===== src/hw/rtl/ucrr_pkg.sv =====
// ucrr_pkg: shared types, codes, microcode word layout and the descriptor rom
// for the usb control request responder; depends on nothing
package ucrr_pkg;

  // packet size and the cap on one response
  localparam int unsigned MAX_PACKET = 64;
  localparam int unsigned XFER_CAP   = (MAX_PACKET < 32) ? MAX_PACKET : 32;
  localparam logic [7:0]  MPS_BYTE   = 8'(MAX_PACKET);

  localparam int CNT_W    = 6;
  localparam int PTR_W    = 7;
  localparam int PC_W     = 4;
  localparam int PROG_LEN = 10;

  typedef enum logic [1:0] {
    KIND_DATA  = 2'd0,
    KIND_EMPTY = 2'd1,
    KIND_ACK   = 2'd2,
    KIND_STALL = 2'd3
  } kind_e;

  typedef enum logic [1:0] {
    SRC_ROM  = 2'd0,
    SRC_ZERO = 2'd1,
    SRC_CFG  = 2'd2
  } src_e;

  typedef enum logic [2:0] {
    OP_NONE     = 3'd0,
    OP_SET_ADDR = 3'd1,
    OP_SET_CFG  = 3'd2,
    OP_EVENTS   = 3'd3,
    OP_NEXT     = 3'd4
  } dp_op_e;

  typedef enum logic [1:0] {
    SEQ_NEXT    = 2'd0,
    SEQ_END     = 2'd1,
    SEQ_IF_ZERO = 2'd2,
    SEQ_LOOP    = 2'd3
  } seq_e;

  // one control word of the program
  typedef struct packed {
    logic            emit;
    kind_e           kind;
    logic            last_cnt;
    dp_op_e          op;
    seq_e            seq;
    logic [PC_W-1:0] target;
  } ucw_t;

  // program entry points
  localparam logic [PC_W-1:0] PC_STALL    = 4'd0;
  localparam logic [PC_W-1:0] PC_ACK      = 4'd1;
  localparam logic [PC_W-1:0] PC_SET_ADDR = 4'd2;
  localparam logic [PC_W-1:0] PC_SET_CFG  = 4'd4;
  localparam logic [PC_W-1:0] PC_DATA     = 4'd6;
  localparam logic [PC_W-1:0] PC_STREAM   = 4'd7;
  localparam logic [PC_W-1:0] PC_EMPTY    = 4'd8;
  localparam logic [PC_W-1:0] PC_EVENTS   = 4'd9;

  // descriptor rom layout
  localparam logic [PTR_W-1:0] ROM_DEV  = 7'd0;
  localparam logic [PTR_W-1:0] ROM_CFG  = 7'd18;
  localparam logic [PTR_W-1:0] ROM_LANG = 7'd50;
  localparam logic [PTR_W-1:0] ROM_MFR  = 7'd54;
  localparam logic [PTR_W-1:0] ROM_PROD = 7'd64;

  // standard request codes
  localparam logic [7:0] REQ_GET_STAT      = 8'h00;
  localparam logic [7:0] REQ_CLR_FEAT      = 8'h01;
  localparam logic [7:0] REQ_SET_FEAT      = 8'h03;
  localparam logic [7:0] REQ_SET_ADDR      = 8'h05;
  localparam logic [7:0] REQ_GET_DESC      = 8'h06;
  localparam logic [7:0] REQ_GET_CONFIG    = 8'h08;
  localparam logic [7:0] REQ_SET_CONFIG    = 8'h09;
  localparam logic [7:0] REQ_GET_IFACE     = 8'h0a;
  localparam logic [7:0] REQ_SET_IFACE     = 8'h0b;

  localparam logic [7:0] DT_DEVICE = 8'h01;
  localparam logic [7:0] DT_CONFIG = 8'h02;
  localparam logic [7:0] DT_STRING = 8'h03;

  // register indexes on the apb port
  localparam logic [1:0] REG_ENABLED = 2'd0;
  localparam logic [1:0] REG_VENDOR  = 2'd1;
  localparam logic [1:0] REG_PRODUCT = 2'd2;

  // per-request setup handed to the datapath
  typedef struct packed {
    logic             load;
    logic [PTR_W-1:0] base;
    logic [CNT_W-1:0] count;
    src_e             src;
    logic [7:0]       arg;
  } dp_load_t;

  // step control from the sequencer
  typedef struct packed {
    logic   fire;
    logic   emit;
    kind_e  kind;
    logic   last_cnt;
    dp_op_e op;
  } dp_ctrl_t;

  // datapath status back to the sequencer
  typedef struct packed {
    logic cnt_zero;
    logic cnt_one;
    logic out_free;
  } dp_stat_t;

  // fixed descriptor contents; id bytes are patched in the datapath
  function automatic logic [7:0] rom_byte(input logic [PTR_W-1:0] idx);
    logic [7:0] b;
    unique case (idx)
      7'd0:                 b = 8'd18;
      7'd1:                 b = 8'h01;
      7'd3:                 b = 8'h02;
      7'd4, 7'd5, 7'd6:     b = 8'hff;
      7'd7:                 b = MPS_BYTE;
      7'd13, 7'd14:         b = 8'h01;
      7'd15:                b = 8'h02;
      7'd17:                b = 8'h01;
      // configuration
      7'd18:                b = 8'h09;
      7'd19:                b = 8'h02;
      7'd20:                b = 8'h20;
      7'd22, 7'd23:         b = 8'h01;
      7'd25:                b = 8'h80;
      7'd26:                b = 8'hfa;
      // interface
      7'd27:                b = 8'h09;
      7'd28:                b = 8'h04;
      7'd31:                b = 8'h02;
      7'd32, 7'd33, 7'd34:  b = 8'hff;
      // endpoints
      7'd36:                b = 8'h07;
      7'd37:                b = 8'h05;
      7'd38:                b = 8'h81;
      7'd39:                b = 8'h02;
      7'd40:                b = MPS_BYTE;
      7'd43:                b = 8'h07;
      7'd44:                b = 8'h05;
      7'd45, 7'd46:         b = 8'h02;
      7'd47:                b = MPS_BYTE;
      // string 0, language list
      7'd50:                b = 8'h04;
      7'd51:                b = 8'h03;
      7'd52:                b = 8'h09;
      7'd53:                b = 8'h04;
      // string 1
      7'd54:                b = 8'h0a;
      7'd55:                b = 8'h03;
      7'd56:                b = 8'h4d;
      7'd58:                b = 8'h56;
      7'd60, 7'd62:         b = 8'h49;
      // string 2
      7'd64:                b = 8'h1a;
      7'd65:                b = 8'h03;
      7'd66:                b = 8'h4a;
      7'd68:                b = 8'h33;
      7'd70:                b = 8'h36;
      7'd72:                b = 8'h20;
      7'd74:                b = 8'h43;
      7'd76, 7'd82:         b = 8'h6f;
      7'd78:                b = 8'h6e;
      7'd80:                b = 8'h73;
      7'd84:                b = 8'h6c;
      7'd86:                b = 8'h65;
      default:              b = 8'h00;
    endcase
    return b;
  endfunction

endpackage


===== src/hw/rtl/usb_control_request_responder_core.sv =====
// usb control request responder: setup decode, apb registers and handshakes
// order: the input is stalled while a request runs; a stall or ack beat passes
// the step counter, then the output register; a set runs its update step before
// its ack, data a count check before the first beat, then 1 beat a cycle while
// the output takes them; one microcode step a cycle unless the output holds it
// reset: asynchronous, active low; clears registers, address and configured flag
module usb_control_request_responder_core import ucrr_pkg::*; (
  input  logic        clk_i,
  input  logic        rst_ni,
  // apb configuration port
  input  logic        psel,
  input  logic        penable,
  input  logic        pwrite,
  input  logic [3:0]  paddr,
  input  logic [31:0] pwdata,
  output logic [31:0] prdata,
  output logic        pready,
  // setup and event input
  input  logic        in_valid_i,
  output logic        in_stall_o,
  input  logic        func_i,
  input  logic [7:0]  request_type_i,
  input  logic [7:0]  request_code_i,
  input  logic [15:0] request_value_i,
  input  logic [15:0] request_length_i,
  input  logic [7:0]  bus_events_i,
  // response output
  output logic        out_valid_o,
  input  logic        out_stall_i,
  output logic [1:0]  response_kind_o,
  output logic [7:0]  data_byte_o,
  output logic        last_o,
  output logic [6:0]  device_address_o,
  output logic        is_configured_o
);

  logic        enabled_q;
  logic [15:0] vendor_id_q;
  logic [15:0] product_id_q;
  logic [1:0]  reg_idx;
  logic        reg_wr;

  // apb registers
  assign pready  = 1'b1;
  assign reg_idx = paddr[3:2];
  assign reg_wr  = psel & penable & pwrite;

  always_ff @(posedge clk_i or negedge rst_ni) begin
    if (!rst_ni) begin
      enabled_q    <= 1'b0;
      vendor_id_q  <= '0;
      product_id_q <= '0;
    end else if (reg_wr) begin
      unique case (reg_idx)
        REG_ENABLED: enabled_q    <= pwdata[0];
        REG_VENDOR:  vendor_id_q  <= pwdata[15:0];
        REG_PRODUCT: product_id_q <= pwdata[15:0];
        default: ;
      endcase
    end
  end

  always_comb begin
    unique case (reg_idx)
      REG_ENABLED: prdata = {31'd0, enabled_q};
      REG_VENDOR:  prdata = {16'd0, vendor_id_q};
      REG_PRODUCT: prdata = {16'd0, product_id_q};
      default:     prdata = '0;
    endcase
  end

  // input beat and request start
  logic busy;
  logic in_accept;
  logic start;

  assign in_stall_o = busy;
  assign in_accept  = in_valid_i & ~busy;
  assign start      = in_accept & enabled_q;

  // setup decode
  logic             to_host;
  logic [PC_W-1:0]  entry;
  src_e             src;
  logic [PTR_W-1:0] base;
  logic             use_rom;
  logic [7:0]       fixed_len;
  logic [7:0]       arg;
  logic [7:0]       full_len;
  logic [CNT_W-1:0] cap_len;
  logic [CNT_W-1:0] count;

  assign to_host = request_type_i[7];

  always_comb begin
    entry     = PC_STALL;
    src       = SRC_ZERO;
    base      = ROM_DEV;
    use_rom   = 1'b0;
    fixed_len = 8'd0;
    arg       = request_value_i[7:0];
    if (func_i) begin
      entry = PC_EVENTS;
      arg   = bus_events_i;
    end else begin
      unique case (request_code_i)
        REQ_GET_STAT: begin
          if (to_host) begin
            entry     = PC_DATA;
            fixed_len = 8'd2;
          end
        end
        REQ_CLR_FEAT, REQ_SET_FEAT, REQ_SET_IFACE: begin
          if (!to_host) entry = PC_ACK;
        end
        REQ_SET_ADDR: begin
          if (!to_host) entry = PC_SET_ADDR;
        end
        REQ_GET_DESC: begin
          if (to_host) begin
            priority if (request_value_i[15:8] == DT_DEVICE) begin
              base = ROM_DEV;  use_rom = 1'b1;
            end else if (request_value_i[15:8] == DT_CONFIG) begin
              base = ROM_CFG;  use_rom = 1'b1;
            end else if (request_value_i[15:8] == DT_STRING) begin
              priority if (request_value_i[7:0] == 8'd0) begin
                base = ROM_LANG; use_rom = 1'b1;
              end else if (request_value_i[7:0] == 8'd1) begin
                base = ROM_MFR;  use_rom = 1'b1;
              end else if (request_value_i[7:0] == 8'd2) begin
                base = ROM_PROD; use_rom = 1'b1;
              end else begin
                use_rom = 1'b0;
              end
            end else begin
              use_rom = 1'b0;
            end
            if (use_rom) begin
              entry = PC_DATA;
              src   = SRC_ROM;
            end
          end
        end
        REQ_GET_CONFIG: begin
          if (to_host) begin
            entry     = PC_DATA;
            src       = SRC_CFG;
            fixed_len = 8'd1;
          end
        end
        REQ_SET_CONFIG: begin
          if (!to_host) entry = PC_SET_CFG;
        end
        REQ_GET_IFACE: begin
          if (to_host) begin
            entry     = PC_DATA;
            fixed_len = 8'd1;
          end
        end
        default: ;
      endcase
    end
  end

  // byte count: least of descriptor length, cap and wLength
  assign full_len = use_rom ? rom_byte(base) : fixed_len;
  assign cap_len  = (full_len > 8'(XFER_CAP)) ? CNT_W'(XFER_CAP) : full_len[CNT_W-1:0];
  assign count    = ({10'd0, cap_len} > request_length_i) ?
                    request_length_i[CNT_W-1:0] : cap_len;

  dp_load_t load;
  dp_ctrl_t ctrl;
  dp_stat_t stat;

  assign load = '{load: start, base: base, count: count, src: src, arg: arg};

  ucrr_seq u_seq (
    .clk_i   (clk_i),
    .rst_ni  (rst_ni),
    .start_i (start),
    .entry_i (entry),
    .stat_i  (stat),
    .busy_o  (busy),
    .ctrl_o  (ctrl)
  );

  ucrr_dp u_dp (
    .clk_i            (clk_i),
    .rst_ni           (rst_ni),
    .load_i           (load),
    .ctrl_i           (ctrl),
    .vendor_id_i      (vendor_id_q),
    .product_id_i     (product_id_q),
    .out_stall_i      (out_stall_i),
    .stat_o           (stat),
    .out_valid_o      (out_valid_o),
    .response_kind_o  (response_kind_o),
    .data_byte_o      (data_byte_o),
    .last_o           (last_o),
    .device_address_o (device_address_o),
    .is_configured_o  (is_configured_o)
  );

endmodule


===== src/hw/rtl/ucrr_seq.sv =====
// ucrr_seq: microcode sequencer with program table, step counter and jumps
// depends on ucrr_pkg
module ucrr_seq import ucrr_pkg::*; (
  input  logic            clk_i,
  input  logic            rst_ni,
  input  logic            start_i,
  input  logic [PC_W-1:0] entry_i,
  input  dp_stat_t        stat_i,
  output logic            busy_o,
  output dp_ctrl_t        ctrl_o
);

  // program table
  function automatic ucw_t ucode(input logic [PC_W-1:0] pc);
    ucw_t w;
    w = '{emit: 1'b1, kind: KIND_STALL, last_cnt: 1'b0, op: OP_NONE,
          seq: SEQ_END, target: PC_STALL};
    unique case (pc)
      PC_STALL: ;
      PC_ACK: w.kind = KIND_ACK;
      PC_SET_ADDR: begin
        w.emit = 1'b0;
        w.op   = OP_SET_ADDR;
        w.seq  = SEQ_NEXT;
      end
      PC_SET_ADDR + 4'd1: w.kind = KIND_ACK;
      PC_SET_CFG: begin
        w.emit = 1'b0;
        w.op   = OP_SET_CFG;
        w.seq  = SEQ_NEXT;
      end
      PC_SET_CFG + 4'd1: w.kind = KIND_ACK;
      PC_DATA: begin
        w.emit   = 1'b0;
        w.seq    = SEQ_IF_ZERO;
        w.target = PC_EMPTY;
      end
      PC_STREAM: begin
        w.kind     = KIND_DATA;
        w.last_cnt = 1'b1;
        w.op       = OP_NEXT;
        w.seq      = SEQ_LOOP;
        w.target   = PC_STREAM;
      end
      PC_EMPTY: w.kind = KIND_EMPTY;
      PC_EVENTS: begin
        w.emit = 1'b0;
        w.op   = OP_EVENTS;
      end
      default: ;
    endcase
    return w;
  endfunction

  logic            busy_q, busy_d;
  logic [PC_W-1:0] pc_q, pc_d;
  ucw_t            uw;
  logic            fire;

  // current step, held while its result cannot be stored
  assign uw   = ucode(pc_q);
  assign fire = busy_q & (~uw.emit | stat_i.out_free);

  assign ctrl_o = '{fire: fire, emit: uw.emit, kind: uw.kind,
                    last_cnt: uw.last_cnt, op: uw.op};
  assign busy_o = busy_q;

  // step counter and jumps
  always_comb begin
    busy_d = busy_q;
    pc_d   = pc_q;
    if (start_i) begin
      busy_d = 1'b1;
      pc_d   = entry_i;
    end else if (fire) begin
      unique case (uw.seq)
        SEQ_NEXT: pc_d = pc_q + 4'd1;
        SEQ_END:  busy_d = 1'b0;
        SEQ_IF_ZERO: pc_d = stat_i.cnt_zero ? uw.target : pc_q + 4'd1;
        SEQ_LOOP: begin
          if (stat_i.cnt_one) begin
            busy_d = 1'b0;
          end else begin
            pc_d = uw.target;
          end
        end
        default: busy_d = 1'b0;
      endcase
    end
  end

  always_ff @(posedge clk_i or negedge rst_ni) begin
    if (!rst_ni) begin
      busy_q <= 1'b0;
      pc_q   <= PC_STALL;
    end else begin
      busy_q <= busy_d;
      pc_q   <= pc_d;
    end
  end

`ifndef SYNTHESIS
  // step counter stays inside the program
  assert property (@(posedge clk_i) disable iff (!rst_ni)
    busy_q |-> (pc_q < 4'(PROG_LEN)))
    else $error("ucrr_seq: step counter outside program");

  // a step blocked on the output holds its place
  assert property (@(posedge clk_i) disable iff (!rst_ni)
    (busy_q && !fire) |=> (busy_q && $stable(pc_q)))
    else $error("ucrr_seq: blocked step lost");

  // a new request only starts while idle
  assert property (@(posedge clk_i) disable iff (!rst_ni)
    start_i |-> !busy_q)
    else $error("ucrr_seq: start while busy");
`endif

endmodule


===== src/hw/rtl/ucrr_dp.sv =====
// ucrr_dp: datapath with byte pointer, count, device state and output register
// depends on ucrr_pkg
module ucrr_dp import ucrr_pkg::*; (
  input  logic        clk_i,
  input  logic        rst_ni,
  input  dp_load_t    load_i,
  input  dp_ctrl_t    ctrl_i,
  input  logic [15:0] vendor_id_i,
  input  logic [15:0] product_id_i,
  input  logic        out_stall_i,
  output dp_stat_t    stat_o,
  output logic        out_valid_o,
  output logic [1:0]  response_kind_o,
  output logic [7:0]  data_byte_o,
  output logic        last_o,
  output logic [6:0]  device_address_o,
  output logic        is_configured_o
);

  logic [PTR_W-1:0] ptr_q;
  logic [CNT_W-1:0] cnt_q;
  src_e             src_q;
  logic [7:0]       arg_q;
  logic [6:0]       addr_q;
  logic             cfg_q;
  logic [7:0]       prev_q;
  logic             out_valid_q;
  kind_e            kind_q;
  logic [7:0]       byte_q;
  logic             last_q;
  logic [6:0]       oaddr_q;
  logic             ocfg_q;

  logic [7:0] edges;
  logic [7:0] src_byte;
  logic       out_free;

  assign out_free = ~out_valid_q | ~out_stall_i;
  assign stat_o   = '{cnt_zero: (cnt_q == '0), cnt_one: (cnt_q == 6'd1),
                      out_free: out_free};
  assign edges    = arg_q & ~prev_q;

  // byte source with id patch
  always_comb begin
    unique case (src_q)
      SRC_ROM: begin
        unique case (ptr_q)
          ROM_DEV + 7'd8:  src_byte = vendor_id_i[7:0];
          ROM_DEV + 7'd9:  src_byte = vendor_id_i[15:8];
          ROM_DEV + 7'd10: src_byte = product_id_i[7:0];
          ROM_DEV + 7'd11: src_byte = product_id_i[15:8];
          default:         src_byte = rom_byte(ptr_q);
        endcase
      end
      SRC_CFG: src_byte = {7'd0, cfg_q};
      default: src_byte = 8'h00;
    endcase
  end

  // per-request working registers
  always_ff @(posedge clk_i) begin
    if (load_i.load) begin
      ptr_q <= load_i.base;
      cnt_q <= load_i.count;
      src_q <= load_i.src;
      arg_q <= load_i.arg;
    end else if (ctrl_i.fire && ctrl_i.op == OP_NEXT) begin
      ptr_q <= ptr_q + 7'd1;
      cnt_q <= cnt_q - 6'd1;
    end
  end

  // device address, configured flag and event history
  always_ff @(posedge clk_i or negedge rst_ni) begin
    if (!rst_ni) begin
      addr_q <= '0;
      cfg_q  <= 1'b0;
      prev_q <= '0;
    end else if (ctrl_i.fire) begin
      unique case (ctrl_i.op)
        OP_SET_ADDR: addr_q <= arg_q[6:0];
        OP_SET_CFG:  cfg_q  <= (arg_q == 8'd1);
        OP_EVENTS: begin
          prev_q <= arg_q;
          if (edges[2]) begin
            addr_q <= '0;
            cfg_q  <= 1'b0;
          end
          if (edges[5]) begin
            cfg_q <= 1'b0;
          end
        end
        default: ;
      endcase
    end
  end

  // output register valid
  always_ff @(posedge clk_i or negedge rst_ni) begin
    if (!rst_ni) begin
      out_valid_q <= 1'b0;
    end else if (ctrl_i.fire && ctrl_i.emit) begin
      out_valid_q <= 1'b1;
    end else if (!out_stall_i) begin
      out_valid_q <= 1'b0;
    end
  end

  // output register payload
  always_ff @(posedge clk_i) begin
    if (ctrl_i.fire && ctrl_i.emit) begin
      kind_q  <= ctrl_i.kind;
      byte_q  <= (ctrl_i.kind == KIND_DATA) ? src_byte : 8'h00;
      last_q  <= ctrl_i.last_cnt ? (cnt_q == 6'd1) : 1'b1;
      oaddr_q <= addr_q;
      ocfg_q  <= cfg_q;
    end
  end

  assign out_valid_o      = out_valid_q;
  assign response_kind_o  = kind_q;
  assign data_byte_o      = byte_q;
  assign last_o           = last_q;
  assign device_address_o = oaddr_q;
  assign is_configured_o  = ocfg_q;

`ifndef SYNTHESIS
  // streaming never runs past the byte count
  assert property (@(posedge clk_i) disable iff (!rst_ni)
    (ctrl_i.fire && ctrl_i.op == OP_NEXT) |-> (cnt_q != '0))
    else $error("ucrr_dp: stream step with zero count");
`endif

endmodule


===== config.mk =====
export PLATFORM = sky130hd
export DESIGN_NAME = usb_control_request_responder_core
export DESIGN_NICKNAME = d
export VERILOG_FILES = /design/src/hw/rtl/ucrr_pkg.sv /design/src/hw/rtl/usb_control_request_responder_core.sv /design/src/hw/rtl/ucrr_seq.sv /design/src/hw/rtl/ucrr_dp.sv
export SDC_FILE = /design/constraint.sdc
export NUM_CORES = 1
export LEC_CHECK = 0
export BUFFER_PORTS_ARGS = -buffer_cell sky130_fd_sc_hd__buf_2
export CORE_ASPECT_RATIO = 1.75
export CORE_UTILIZATION = 35
export DETAILED_ROUTE_END_ITERATION = 10
export SLEW_MARGIN = 0
export SYNTH_ARGS = -nofsm -noshare
export SYNTH_HDL_FRONTEND = slang
export SYNTH_SLANG_ARGS = --single-unit

===== constraint.sdc =====
create_clock -name clk_i -period 3 [get_ports clk_i]
set_input_delay 0.6 -clock clk_i [delete_from_list [all_inputs] [get_ports clk_i]]
set_output_delay 0.6 -clock clk_i [all_outputs]
set_load 0.1 [all_outputs]

==> impl_metrics.json, run 1 <==
{
  "clock_path_buffers": 2,
  "grt_usage_pct": 21.2,
  "reg2reg_slack_ps": 30,
  "synth.most_common_cell": "nand2_1",
  "postCtsHoldBufs": 0,
  "synth.avg_cell_area_um2": 9.66,
  "max_stage_delay_ps": 590,
  "async_flop_share_pct": 49.5,
  "synth_top_area_share_pct": 19.2,
  "grt_max_degree": 37,
  "setup_slack_ps": -931,
  "worst_slew_pin_slew_ps": 909,
  "violations": "setup timing",
  "end_kind": "flip-flop",
  "cap_violations": 0,
  "fin_area_mm2": 0.00949,
  "arrival_ps": 4040,
  "vias": 6235,
  "fin_nets": 1043,
  "syn_to_final_growth_pct": 44.5,
  "cts.sinks": 99,
  "critPathLaunchType": "input pin",
  "min_path_type": "input pin to asynchronous set/reset pin",
  "drive_gt1_share_pct": 44.5,
  "fmax_ghz": 0.254,
  "fin_worst_skew_ps": 11.0,
  "io_buffers": 111,
  "mappedNetlistArea_mm2": 0.00657,
  "yosys-top-cells-count": "nand2_1, dfrtp_1, o21ai_0",
  "ioPinCount": 154,
  "period_minus_slack_ps": 3930,
  "synth.area.top_cells": "edfxtp_1, dfrtp_1, mux2_2",
  "synth-seq-cells": 99,
  "max_slew_margin_pct": 38.8,
  "gp_congestion": 0.932,
  "cts_tree": "built",
  "cp_num_buf_inv": 5,
  "ant_nets": 0,
  "synth-seq-area-share_pct": 40.3,
  "grt_overflow_total": 0,
  "maxSlewViolCount": 0,
  "path_delay_family": "compound AO/OA/AOI/OAI gates",
  "path_class": "input pin to flip-flop",
  "grt_pass1_wl_um": 31800,
  "avgViaCountPerCell": 5.37,
  "clockRootBuffer": "clkbuf_16",
  "p_leak_nw": 4.06,
  "rows": 66,
  "clock_latency_ps": 350,
  "cts_htree_levels": 3,
  "placed_cell_area_mm2": 0.00851,
  "coreArea_mm2": 0.0185,
  "die_area_mm2": 0.0193,
  "cp_common_cell": "o21a_1",
  "dr.pass1.iters": 5,
  "ys.warnings.count": 0,
  "synth_edf_count": 42,
  "finalHoldViolCount": 0,
  "die_h_um": 183,
  "die_x_um": 106,
  "numCtsBuffers": 9,
  "setup_viol": 6,
  "wire_per_inst_um": 17.7,
  "ys.flop_type": "dfrtp_1",
  "synth_cell_types": 78,
  "antenna_found_initial": 0,
  "drt_iter0_markers": 356,
  "drc_errors": 0,
  "place_ws_ps": -1480,
  "crit_slowest_cell": "or4_4",
  "clk_pin_slew_ps": 80,
  "initial_core_util_pct": 35.5,
  "whs_ps": 338,
  "hpwl_um": 15800,
  "required_ps": 3100,
  "peakVddDrop_uv": 327,
  "timing.final.crit_share_pct": 131,
  "routed_wl_um": 20500,
  "grt_pass1_vias": 6307,
  "rsz0062_at_grt": "yes",
  "crit_path_max_fanout": 4,
  "power_density_mw_per_mm2": 745,
  "outcome": "complete, but fails checks",
  "path_cells": "buf_6 > or4_4 > nor2_4 > nand4_1 > buf_4 > inv_4 > buf_4 > ha_4 > nand4_1 > o221ai_2 > a21oi_2 > ha_1 > nor2b_4 > o21a_1 > o21a_1 > o21a_1 > o21a_1 > o221ai_4 > buf_4 > mux2i_1 > o21ai_1",
  "syn-instance-count": 680,
  "n_antenna_cell": 0,
  "yosys.area.top_type": "edfxtp_1"
}
==> cell families (layout without fill, tap and decap cells) <==
logic type / count (synthesis) / after routing / share of synthesized area (%)
flip-flops: 99 / 99 / 40.3
buffers and inverters: 85 / 313 / 6.55
AND/OR/NAND/NOR: 211 / 211 / 16.7
AO/OA/AOI/OAI: 188 / 188 / 20.3
adder cells (fa/ha/maj): 25 / 25 / 4.76
other: 2 / 17 / 0.114
multiplexers: 57 / 57 / 9.52
XOR/XNOR: 13 / 13 / 1.73
==> power breakdown <==
part / total [W] / switching [W] / leakage [nW] / internal, W
logic: 0.00388 / 0.00239 / 2.86 / 0.00149
clock network: 0.00114 / 0.000560 / 0.134 / 0.000578
registers: 0.00206 / 0.000240 / 1.06 / 0.00182
total: 0.00708 / 0.00319 / 4.06 / 0.00389
==> what timing repair did <==
item                       CTS  global route
gates resized for setup     32            71
setup buffers               20             6
pin swaps                   21            30
setup endpoints to repair   14            14
==> state kept, by name, summed over array words and instances, names as in the netlist, 4 cells and up, named ones only <==
name                   cells
u_dp.data_byte_o           8
u_dp.cnt_q                 6
u_dp.arg_q                 8
u_seq.pc_q                 4
u_dp.device_address_o      7
product_id_q              16
u_dp.addr_q                7
u_dp.ptr_q                 7
vendor_id_q               16
==> metrics by stage <==
stage	total power [W]	cells	setup TNS, ps	utilization (%)
after global routing	0.00742	1161	-6630	51.3
after CTS	0.00681	1157	-5650	49.3
after global placement	0.00544	1123	-11230	46.0
final	0.00708	1161	-5480	51.3
after detailed placement	0.00547	1123	-11620	46.0
after floorplan	0.00425	695	-6670	-
==> cell type report <==
cell class	count	area, um2
fillers	1694	9000
flip-flops and latches	99	2650
repair buffers	270	2100
clock buffers	9	225
multi-input cells	511	4050
well taps	238	298
clock inverters	7	63.8
inverters	27	106
==> routing by layer <==
layer | global-route usage [%] | wire length [um] | vias to the layer above
li1 | - | - | 2991
met5 | 0 | 0 | -
met4 | 9.72 | 913 | 0
met1 | 21.0 | 7250 | 2993
met2 | 42.7 | 11700 | 193
met3 | 2.70 | 642 | 58
==> final timing paths <==
path	from	to	depth (start not counted)
setup / recovery	request_value_i[5]	u_dp.cnt_q[3]$_DFFE_PN_	21
hold / removal	rst_ni	vendor_id_q[9]$_DFFE_PN0P_	1
setup reg to reg	u_seq.pc_q[1]$_DFFE_PN0P_	flip-flop	13
hold reg to reg	u_dp.addr_q[3]$_DFFE_PN0P_	u_dp.device_address_o[3]$_DFFE_PP_	0
max in group asynchronous	rst_ni	vendor_id_q[5]$_DFFE_PN0P_	2
min in group clk_i	u_dp.addr_q[3]$_DFFE_PN0P_	u_dp.device_address_o[3]$_DFFE_PP_	0
==> placed cells by master (no fill, tap or decap), types with 9 or more instances in the layout <==
master,n
a22o_1,15
dfrtp_1,47
a22oi_1,14
ha_1,14
nor4_1,10
nand2_1,73
buf_6,17
o21ai_1,11
and3_1,9
clkbuf_16,9
nand3_1,17
inv_1,20
mux2i_1,12
mux2_2,43
buf_12,19
buf_2,93
conb_1,17
edfxtp_1,42
buf_4,140
nor3_1,12
a31oi_1,18
nor2_1,25
o21ai_0,35
a21oi_1,24
Note: power is estimated with default switching activity, not from simulation.
==> inputs of run 2 (changes only) <==
- CORE_UTILIZATION: 35 -> 27
==> run 2 against run 1 <==
Net effect:
- the flow still finishes with violations (setup timing)
- final area down 0.12%
- clock power increased by 6%
- core utilization decreased by 12 points
- flip-flop and latch count unchanged
- non-clock buffer count decreased by 1
- sequential share of layout area barely moved
- die area up 29%
- clock-buffer cell count did not move
- sequential power about the same
- critical path depth decreased by 1
- total power decreased by 0.24%
- global-route usage shrank 4.1 points
- largest power group unchanged
==> impl_metrics.json, run 2 (synthesis results as in run 1) <==
{
  "required_ps": 3100,
  "clock_path_buffers": 2,
  "grt_max_degree": 34,
  "timing.final.crit_share_pct": 135,
  "drt_iter0_markers": 375,
  "fin_util_pct": 39.6,
  "n_antenna_cell": 0,
  "drive_gt1_share_pct": 43.9,
  "r2r_cells": 12,
  "fin_worst_skew_ps": 14.9,
  "routed_wl_um": 21200,
  "clockRootBuffer": "clkbuf_16",
  "setup_slack_ps": -1050,
  "die_area_mm2": 0.0250,
  "grt_pass1_vias": 6486,
  "crit_slowest_cell": "or4_4",
  "worst_slew_pin_slew_ps": 773,
  "wire_per_inst_um": 17.2,
  "largestRegisters": "product_id_q: 16 flops, vendor_id_q: 16 flops",
  "min_path_type": "input pin to asynchronous set/reset pin",
  "path_cells": "buf_6 > or4_4 > nor2_4 > nand4_1 > ha_2 > nor2b_1 > a21oi_1 > o21ai_1 > nand2_1 > nand2_1 > a21oi_2 > ha_1 > nor2b_1 > o21a_1 > o21a_1 > o21a_1 > o21a_1 > o221ai_4 > mux2i_1 > mux2_4",
  "die_x_um": 120,
  "power_density_mw_per_mm2": 744,
  "max_stage_delay_ps": 590,
  "cap_violations": 0,
  "grt_usage_pct": 17.1,
  "critPathLaunchType": "input pin",
  "rsz0062_at_grt": "yes",
  "numCtsBuffers": 9,
  "cts_htree_levels": 3,
  "peakVddDrop_uv": 302,
  "maxSlewViolCount": 0,
  "p_total_w": 0.00706,
  "mostFrequentLayoutCell": "buf_4",
  "io_buffers": 111,
  "gp_congestion": 0.935,
  "r2r_start": "u_seq.pc_q[0]$_DFFE_PN0P_",
  "setup_viol": 6,
  "clock_latency_ps": 350,
  "drc_errors": 0,
  "postCtsHoldBufs": 0,
  "fmax_ghz": 0.247,
  "grt_pass1_wl_um": 33500,
  "hpwl_um": 16500,
  "place_inst": 1194,
  "rows": 75,
  "crit_path_max_fanout": 4,
  "cts_tree": "built",
  "initial_core_util_pct": 27.5,
  "final_cells": 1231,
  "ioPinCount": 154,
  "whs_ps": 323,
  "syn_to_final_growth_pct": 44.3,
  "layout_common_cells": "buf_4, buf_2, nand2_1",
  "avgViaCountPerCell": 5.10,
  "arrival_ps": 4150,
  "antenna_found_initial": 0,
  "clk_pin_slew_ps": 80,
  "outcome": "complete, but fails checks",
  "cts.sinks": 99,
  "p_leak_nw": 4.06,
  "path_class": "input pin to flip-flop",
  "reg2reg_slack_ps": 90,
  "violations": "setup timing",
  "ant_nets": 0,
  "cp_common_cell": "o21a_1",
  "fin_nets": 1043,
  "die_h_um": 208,
  "period_minus_slack_ps": 4050,
  "end_kind": "flip-flop",
  "finalHoldViolCount": 0,
  "coreArea_mm2": 0.0239,
  "dr.pass1.iters": 5,
  "grt_overflow_total": 0,
  "vias": 6282,
  "max_slew_margin_pct": 48.5
}
run 2: changes by cell type in the layout (fill, tap and decap cells not counted), sizes merged:
cell,delta
clkinvlp,-2
buf,-1
clkinv,+1
inv,+1
or3,+1
run 2: stage by stage:
stage | setup TNS, ps | area (um2) | setup slack [ps]
floorplan | -6670 | 6700 | -1170
global placement | -11300 | 8580 | -1390
detailed placement | -11550 | 8580 | -1500
CTS | -6050 | 9180 | -1030
global route | -7470 | 9480 | -1250
finish | -6180 | 9480 | -1050
run 2: layout make-up:
cell class,count,area (um2)
Inverter,27,105
Clock buffer,9,225
Multi-Input combinational cell,512,3990
Clock inverter,7,86.3
Sequential cell,99,2650
Timing Repair Buffer,269,2040
Fill cell,2374,14400
Tap cell,308,385
run 2: worst max-delay path: cells and delay by family:
| family | cells | cell delay [ps] |
|---|---|---|
| adders and majority gates | 2 | 460 |
| buffers and inverters | 1 | 90 |
| and+or+nand+nor | 7 | 1200 |
| AOI/OAI and AO/OA | 8 | 1350 |
| muxes | 2 | 450 |
run 2: worst max-delay path by stage:
stage	slack, ps	cells after the start	endpoint	startpoint
floorplan	-1170	19	u_dp.cnt_q[0]$_DFFE_PN_	request_value_i[2]
CTS	-1030	21	u_dp.cnt_q[5]$_DFFE_PN_	request_value_i[5]
global placement	-1390	22	u_dp.cnt_q[3]$_DFFE_PN_	request_value_i[2]
finish	-1050	20	u_dp.cnt_q[0]$_DFFE_PN_	request_value_i[3]
global route	-1250	21	u_dp.cnt_q[5]$_DFFE_PN_	request_value_i[3]
detailed placement	-1500	22	u_dp.cnt_q[5]$_DFFE_PN_	request_value_i[2]
run 2: metal layers:
layer  GRT usage [%]  routed length (um)
met4            8.97                1050
met5               0                   0
met2            34.2               12200
met1            16.4                7310
met3            1.81                 601
run 2: power breakdown:
group	internal, W	switching, W	total (W)	leakage (nW)
clock	0.000603	0.000605	0.00121	0.151
sequential	0.00182	0.000234	0.00205	1.06
combinational	0.00143	0.00237	0.00380	2.85
run 2: what timing repair did:
| action | in CTS | in global routing |
|---|---|---|
| setup buffers | 13 | 10 |
| endpoints found under the setup margin | 14 | 14 |
| gates cloned | 0 | 1 |
| gates resized for setup | 40 | 39 |
| hold endpoints to repair | 0 | 0 |
| pin swaps | 19 | 28 |
==> inputs of run 3 (changes only) <==
- ABC_AREA: not set -> 1
- CELL_PAD_IN_SITES_DETAIL_PLACEMENT: not set -> 2
- CELL_PAD_IN_SITES_GLOBAL_PLACEMENT: not set -> 2
- PLACE_DENSITY_LB_ADDON: not set -> 0.1
==> run 3 against run 2 <==
Net effect:
- the flow still finishes with violations (setup timing)
- clock power barely moved
- combinational power decreased by 7.9%
- sequential share of layout area up 0.58 points
- non-clock buffer count decreased by 23
- sequential power hardly changed
- final cell count grew 13%
- synthesized area fell by 0.91%
- hold slack better by 7.1 ps
- total power shrank 4.1%
- clock skew decreased by 3.7 ps
- synthesized cell count up 25%
- critical endpoint is now u_dp.cnt_q[2]$_DFFE_PN_
- largest cell class unchanged
==> impl_metrics.json, run 3 <==
{
  "mostFrequentLayoutCell": "nand2_1",
  "period_minus_slack_ps": 3530,
  "mappedNetlistArea_mm2": 0.00651,
  "gp_congestion": 0.763,
  "swShare_pct": 49.9,
  "outcome": "complete, but fails checks",
  "max_stage_delay_ps": 250,
  "grt_usage_pct": 20.0,
  "synth.most_common_cell": "nand2_1",
  "peakVddDrop_uv": 307,
  "path_class": "input pin to flip-flop",
  "drt_iter0_markers": 293,
  "p_int_w": 0.00339,
  "cts_tree": "built",
  "final_cells": 1391,
  "die_h_um": 207,
  "die_x_um": 119,
  "end_kind": "flip-flop",
  "rows": 74,
  "pwr-share-seq_pct": 30.8,
  "initial_core_util_pct": 27.7,
  "crit_slowest_cell": "ha_4",
  "rsz0062_at_grt": "yes",
  "cts_htree_levels": 3,
  "antenna_found_initial": 0,
  "worst_slew_pin_slew_ps": 675,
  "timing.final.crit_share_pct": 118,
  "grt_pass1_vias": 7417,
  "p_leak_nw": 4.38,
  "max_slew_margin_pct": 55.0,
  "cp_num_buf_inv": 9,
  "hpwl_um": 18400,
  "violations": "setup timing",
  "synth.avg_cell_area_um2": 7.68,
  "grt_overflow_total": 0,
  "clock_latency_ps": 370,
  "path_delay_family": "simple AND/OR/NAND/NOR gates",
  "placed_cell_area_mm2": 0.00808,
  "r2r_start": "u_seq.pc_q[0]$_DFFE_PN0P_",
  "syn_to_final_growth_pct": 42.4,
  "clock_path_buffers": 2,
  "ant_nets": 0,
  "finalHoldViolCount": 0,
  "postCtsHoldBufs": 0,
  "reg2reg_slack_ps": 330,
  "multi_input_area_mm2": 0.00383,
  "wire_per_inst_um": 17.9,
  "min_path_type": "input pin to asynchronous set/reset pin",
  "cp_common_cell": "nor2_4",
  "arrival_ps": 3650,
  "yosys-top-cells-count": "nand2_1, inv_1, o21ai_0",
  "numCtsBuffers": 9,
  "dr.pass1.iters": 4,
  "avgViaCountPerCell": 4.83,
  "grt_max_degree": 50,
  "vias": 6720,
  "ys.flop_type": "dfrtp_1",
  "fillers": 2756,
  "async_flop_share_pct": 49.5,
  "power_density_mw_per_mm2": 730,
  "maxSlewViolCount": 0,
  "fin_util_pct": 39.4,
  "synth_edf_count": 42,
  "place_inst": 1328,
  "syn-instance-count": 848,
  "clk_pin_slew_ps": 80,
  "cap_violations": 0,
  "die_area_mm2": 0.0248,
  "layout_common_cells": "nand2_1, buf_4, buf_2",
  "pwr-share-clk_pct": 17.6,
  "setup_slack_ps": -533,
  "fin_nets": 1207,
  "synth-seq-cells": 99,
  "critPathLaunchType": "input pin",
  "place_ws_ps": -977,
  "synth-seq-area-share_pct": 40.7,
  "cp-startpoint": "request_value_i[11]",
  "drive_gt1_share_pct": 39.0,
  "fin_worst_skew_ps": 11.2,
  "setup_viol": 6,
  "synth_cell_types": 50,
  "largestRegisters": "product_id_q: 16 flops, vendor_id_q: 16 flops",
  "ioPinCount": 154,
  "synth.area.top_cells": "edfxtp_1, dfrtp_1, nand2_1",
  "fmax_ghz": 0.283,
  "coreArea_mm2": 0.0235,
  "crit_path_max_fanout": 5,
  "synth_top_area_share_pct": 19.4,
  "routed_wl_um": 24800,
  "r2r_cells": 17,
  "regArea_mm2": 0.00265,
  "clockRootBuffer": "clkbuf_16",
  "required_ps": 3120,
  "drc_errors": 0,
  "yosys.area.top_type": "edfxtp_1",
  "combPwrFrac_pct": 51.7,
  "n_antenna_cell": 0,
  "ys.warnings.count": 0,
  "fin_area_mm2": 0.00927,
  "cts.sinks": 99,
  "netSwitchingPower_w": 0.00338,
  "io_buffers": 111,
  "grt_pass1_wl_um": 38300
}
## run 3: worst register-to-register path, cell delays in order (launching register included)
cell and delay, ps:
dfrtp_1 380, inv_1 150, ha_1 280, nand3_1 170, nand2_1 120, inv_2 60
a21oi_4 160, nand3_1 100, nand2_2 100, inv_2 80, ha_4 290, nand3_1 120
nand2_1 100, nor2_1 40, nor2_1 140, nand3_1 110, nand3_2 100, nand2_1 60
## run 3: how the worst max path moves through the flow
stage | endpoint | slack, ps | depth (start not counted)
2_1_floorplan | u_dp.cnt_q[4]$_DFFE_PN_ | -250 | 26
3_3_place_gp | u_dp.cnt_q[0]$_DFFE_PN_ | -890 | 22
3_5_place_dp | u_dp.cnt_q[0]$_DFFE_PN_ | -980 | 22
4_1_cts | u_dp.cnt_q[2]$_DFFE_PN_ | -250 | 27
5_1_grt | u_dp.cnt_q[4]$_DFFE_PN_ | -750 | 27
6_report | u_dp.cnt_q[2]$_DFFE_PN_ | -530 | 27
## run 3: area by class of cell
type	instances	share of cell area, %
Clock inverter	7	0.742
Sequential cell	99	28.6
Tap cell	304	4.10
Clock buffer	9	2.43
Multi-Input combinational cell	608	41.3
Timing Repair inverter	1	0.0945
Inverter	117	4.94
Timing Repair Buffer	246	17.8
## run 3: per-stage QoR
stage | setup TNS [ps] | power, W | hold slack [ps]
floorplan | -1270 | 0.00454 | 304
global placement | -4880 | 0.00541 | 432
detailed placement | -5640 | 0.00546 | 442
CTS | -1640 | 0.00673 | 350
global route | -4220 | 0.00718 | 376
finish | -2940 | 0.00677 | 330
## run 3: repair_timing
action / 4_1_cts / 5_1_grt
endpoints found under the setup margin: 6 / 14
resized for setup: 81 / 55
setup buffers: 31 / 19
gates cloned: 1 / 0
pin swaps: 27 / 41
## run 3: power by group through the flow
stage	clock network, W	logic, W	registers (W)
after floorplan	0	0.00174	0.00279
after global placement	0	0.00330	0.00211
after detailed placement	0	0.00334	0.00212
after CTS	0.00124	0.00340	0.00210
after global routing	0.00127	0.00378	0.00214
final	0.00119	0.00350	0.00208
## run 3: cells by family (layout without fill, tap and decap cells)
kind of cell,after synthesis,after routing,share of synthesized area [%]
adder cells (fa/ha/maj),25,25,4.80
AO/OA/AOI/OAI,161,161,14.5
other,2,17,0.115
buffers and inverters,156,380,10.7
AND/OR/NAND/NOR,400,400,28.5
multiplexers,1,1,0.173
XOR/XNOR,4,4,0.538
flip-flops,99,99,40.7
## run 3: routing by layer
metal	wire length, um	vias up	track usage [%]
met1	8970	3319	19.5
li1	-	3271	-
met4	719	0	7.33
met3	476	34	2.66
met2	14700	96	41.2
met5	0	-	0
